`src/rtl/core/fbat_ram.sv`:
```
`timescale 1ns / 1ps

module fbat_ram #(
    parameter int WIDTH = 32,
    parameter int DEPTH = 64,
    parameter int AW    = (DEPTH > 1) ? $clog2(DEPTH) : 1
) (
    input  logic             clk,
    input  logic             we,
    input  logic [AW-1:0]    waddr,
    input  logic [WIDTH-1:0] wdata,
    input  logic [AW-1:0]    raddr,
    output logic [WIDTH-1:0] rdata
);

    logic [WIDTH-1:0] mem [DEPTH];

    always_ff @(posedge clk)
    begin
        if (we)
        begin
            mem[waddr] <= wdata;
        end
        rdata <= mem[raddr];
    end

endmodule

```
`config.mk`:
```
export PLATFORM = sky130hd
export DESIGN_NAME = fbat_ram
export DESIGN_NICKNAME = d
export VERILOG_FILES = /design/src/rtl/core/fbat_ram.sv
export SDC_FILE = /design/constraint.sdc
export NUM_CORES = 2
export LEC_CHECK = 0
export ABC_CLOCK_PERIOD_IN_PS = 7720
export BUFFER_PORTS_ARGS = -buffer_cell sky130_fd_sc_hd__buf_2
export CAP_MARGIN = 20
export CORE_MARGIN = 1
export CORE_UTILIZATION = 50
export CTS_BUF_LIST = sky130_fd_sc_hd__clkbuf_16
export CTS_CLUSTER_DIAMETER = 40
export CTS_CLUSTER_SIZE = 16
export DETAILED_ROUTE_END_ITERATION = 16
export MAX_ROUTING_LAYER = met4
export PLACE_DENSITY = 0.65
export SETUP_SLACK_MARGIN = 0.2
export SYNTH_ARGS = -nofsm -noshare
export SYNTH_HDL_FRONTEND = slang
export SYNTH_SLANG_ARGS = --single-unit
```
`constraint.sdc`:
```
create_clock -name clk -period 7.72 [get_ports clk]
set_clock_uncertainty 0.2 [all_clocks]
set_input_delay 1.158 -clock clk [delete_from_list [all_inputs] [get_ports clk]]
set_output_delay 1.158 -clock clk [all_outputs]
set_load 0.03 [all_outputs]
```
==> results <==
- The sequential cells in the finished layout cover a total of 62140 µm².
- The total instance count after detailed placement is 5374.
- The share of flip-flops with an asynchronous set or reset after synthesis is 0%.
- The total via count in the routed design is 36.96k.
- In the finished design, the share of the clock period the worst path needs comes to 48.42%.
- The total of flip-flops plus latches after synthesis is 2080.
- The total count of max-transition violations in the final report was 0.
- The post-synthesis compound-gate area fraction is 1.673%.
- Yosys mapped the design onto 34 distinct sky130hd cell types.
- The number of global-route vias before repair was 36.97k.
- The maximum achievable frequency is 267.5 MHz.
- The initial antenna violation count is 16.
- For this run, design rule violations remaining after detail routing come to 0.
- The worst hold path begins at wdata[14].
- The main combinational cell family by area after synthesis is multiplexers.
- The first-pass GRT wire length is 277.2 mm.
- Setup repair after global routing left no endpoint under its margin.
- The analysis attributes to cell leakage a power of 28.50 nW.
- The critical path required time is 8180 ps.
- Once layout is done, the placed cells without fillers occupy 90750 µm².
- For this block, the routed nets add up to 196.0 mm of wire.
- The worst pin sits at a relative slew slack of 24.72%.
- Summed over all failing endpoints, the final setup total negative slack is 0 ps.
- The pin slew with the least headroom to its limit is 1129 ps.
- The maximum buffer depth of the clock tree is 3.
- The time the final worst path needs with I/O delays and setup is 3738 ps.
- The average detailed-routed wire length per instance is 33.47 µm.
- The commonest cells after synthesis are sky130_fd_sc_hd__edfxtp_1 (2048), sky130_fd_sc_hd__mux4_2 (544), sky130_fd_sc_hd__nor2_1 (137).
- Yosys mapped a number of flops with a built-in enable equal to 2048.
- The clock-pin slew of the registers on the worst-case setup and hold paths is 70 ps.
- The synthesized netlist occupies a cell area of 78520 µm².
- The total of cells resized after clock tree synthesis is 0.
- The via-per-instance ratio is 6.313.
- Of the total synthesized cell area, the portion taken by XOR and XNOR cells is 0%.
- The peak ir drop on the vdd network is 220.0 µV.
- The floorplan die area is 158600 µm².
- The type of the setup path with the least slack is in -> reg.
- For the worst-skew pair, the clock arrives at the later sink with an insertion delay of 840 ps.
- From left edge to right edge, the die measures 398.3 µm.
- The area of placed instances is 81990 µm².
- The share of post-route cells with drive strength above 1 is 32.34%.
- The aggregate global-route resource usage is 25.84%.
- By area the synthesized netlist is led by sky130_fd_sc_hd__edfxtp_1 (78%), sky130_fd_sc_hd__mux4_2 (16%), sky130_fd_sc_hd__mux2i_1 (1.2%).
- The commonest register cell after synthesis is sky130_fd_sc_hd__edfxtp_1.
- The TritonCTS clock tree is built.
- The number of endpoints with negative hold slack in the final report was 0.
- At the end of the flow, the number of nets in the layout was 3623.
- The master cell of the clock root buffer is sky130_fd_sc_hd__clkbuf_16.
- The H-tree was split into 4 levels.
- Routability-driven placement finished with a final weighted congestion of 0.7877.
- For this configuration, the core starts out at a cell density of 50.32%.
- The post-synthesis net count is 3370.
- The area occupied by multi-input gates is 15970 µm².
- The Yosys warning count is 0.
- The fraction of the mapped netlist area in adder cells is 0%.
- The critical-path maximum fanout is 52.
- The setup fix buffers added after clock tree synthesis is 0.
- The mean area per synthesized cell is 23.62 µm².
- The endpoint identified for the worst register-to-register timing path is rdata[29].
- The count of maximum capacitance violations is 0.
- Data on the critical path arrives at its endpoint at 4200 ps.
- The HPWL after detailed placement is 99.34 mm.
- The simple-gate share of the synthesized area is 1.265%.
- The cell taking the most area after synthesis is sky130_fd_sc_hd__edfxtp_1.
- The origin of the critical flop-to-flop path is mem[14][29].
- The share of synthesized area in the top cell type comes to 78.33%.
- STA classifies the critical path endpoint as a flop.
- The total area inside the core boundary comes to 156000 µm².
- The run finished with clean final reports.
- The count of nets left with antenna violations once routing finished came out at 0.
- The depth of the worst register-to-register path is 4.
- The maximum number of pins on one net before global-route repair is 99.
- The cell count after synthesis came out at 3324.
- Once layout is complete, the cells apart from fillers number 5854.
- From synthesis to final layout, the design area changed by 15.59%.
- Pin placement for this block handled 78 I/O pins.
- In this run, CTS created clock tree buffers numbering 230.
- The clock drives 2080 sinks.
- The number of DRC markers in iteration 0 is 4932.
- Setup slack on the worst reg-to-reg path comes out at 5250 ps.
- The mux cell area share after synthesis is 16.79%.
- The number of filler cells placed in the layout is 11.00k.
- The pre-antenna-repair detailed-routing pass consisted of 6 iterations.
- Measured along the y axis, the die boundary spans 398.3 µm.
- The worst hold path terminates at mem[5][14].
- The fraction of the yosys area taken by sequential cells is 79.14%.
- Dividing total power by cell area gives a power density of 276.6 nW/µm².
- Setup violations remaining at the end of the flow were counted as 0.
- The class of the worst hold path is in -> reg.
- The number of instances on the worst hold path is 1.
- The floorplan has 145 rows.
- The count of input and output buffers is 77.
- The most common cell in the synthesized netlist is sky130_fd_sc_hd__edfxtp_1.
- The count of hold buffers inserted by post-cts repair is 0.
- The kind of start point of the critical path is an input port.
- After global routing the overflow that remains totals 0.
==> state kept, by name, indices dropped and copies added, names as in the netlist <==
register  cells
mem        2048
rdata        32
==> layer usage <==
metal  up-vias  global-route usage [%]  part of all wire (%)
met5         -                       -                     0
met4         0                   6.315                   2.3
met3       322                   4.868                   9.3
met2      1834                   39.23                    48
met1     19919                   36.60                    40
li1      14881                       -                     -
==> logic make-up (layout without fill, tap and decap cells) <==
| logic type | Yosys count | after routing |
|---|---|---|
| flip-flops | 2080 | 2080 |
| multiplexers | 637 | 637 |
| AND/OR/NAND/NOR | 223 | 223 |
| AO/OA/AOI/OAI | 202 | 202 |
| buffers and inverters | 182 | 643 |
| other | 0 | 11 |
==> worst max-delay path by stage <==
stage	depth (start not counted)	from	slack, ps	endpoint
3_5_place_dp	7	raddr[0]	3070	rdata[4]
3_3_place_gp	7	raddr[0]	3070	rdata[4]
4_1_cts	7	raddr[0]	3950	rdata[4]
5_1_grt	7	raddr[0]	3860	rdata[4]
6_report	7	raddr[0]	3980	rdata[4]
2_1_floorplan	4	waddr[3]	3200	mem[48][0]
==> worst max-delay path, stage by stage <==
cell and delay [ps]:
sky130_fd_sc_hd__buf_8 470, sky130_fd_sc_hd__buf_4 750, sky130_fd_sc_hd__mux4_2 590, sky130_fd_sc_hd__mux2i_1 230
sky130_fd_sc_hd__nor2_1 90, sky130_fd_sc_hd__a311oi_1 630, sky130_fd_sc_hd__nor3_1 140
==> final cells by class <==
type	instances	share of cell area, %
Clock inverter	205	2.467
Sequential cell	2080	68.47
Tap cell	2058	2.837
Antenna cell	11	0.03033
Multi-Input combinational cell	1062	17.60
Timing Repair Buffer	203	2.114
Clock buffer	235	6.480
==> metrics by stage <==
step	total power [W]	util [%]	setup slack, ps	hold WS, ps
floorplan	0.01342	-	3202	463.2
global placement	0.01390	52.53	3072	622.8
detailed placement	0.01392	52.55	3072	631.6
CTS	0.02523	57.76	3954	646.4
global route	0.02573	58.16	3858	396.3
finish	0.02511	58.17	3982	424.5
==> cell usage in the layout (no fill, tap or decap), types with 15 or more instances in the layout <==
cell type	count
sky130_fd_sc_hd__buf_2	73
sky130_fd_sc_hd__dfxtp_1	32
sky130_fd_sc_hd__clkinv_2	29
sky130_fd_sc_hd__buf_4	85
sky130_fd_sc_hd__buf_12	36
sky130_fd_sc_hd__bufinv_16	28
sky130_fd_sc_hd__o221ai_1	27
sky130_fd_sc_hd__nor2_1	74
sky130_fd_sc_hd__o22ai_1	84
sky130_fd_sc_hd__a21oi_1	62
sky130_fd_sc_hd__clkbuf_16	235
sky130_fd_sc_hd__nand2_1	26
sky130_fd_sc_hd__nor2_4	62
sky130_fd_sc_hd__clkinv_4	26
sky130_fd_sc_hd__mux2i_1	93
sky130_fd_sc_hd__mux4_2	544
sky130_fd_sc_hd__clkinvlp_4	22
sky130_fd_sc_hd__clkinv_1	23
sky130_fd_sc_hd__inv_6	36
sky130_fd_sc_hd__inv_8	15
sky130_fd_sc_hd__edfxtp_1	2048
==> report_power, final <==
part	internal, W	switching, W	leakage, nW	total (W)
logic	0.000436	0.000718	5.84	0.00115
clock network	0.00663	0.00478	3.97	0.0114
registers	0.0125	0.0000465	18.7	0.0125
No activity file was read; power rests on OpenSTA's default activity.
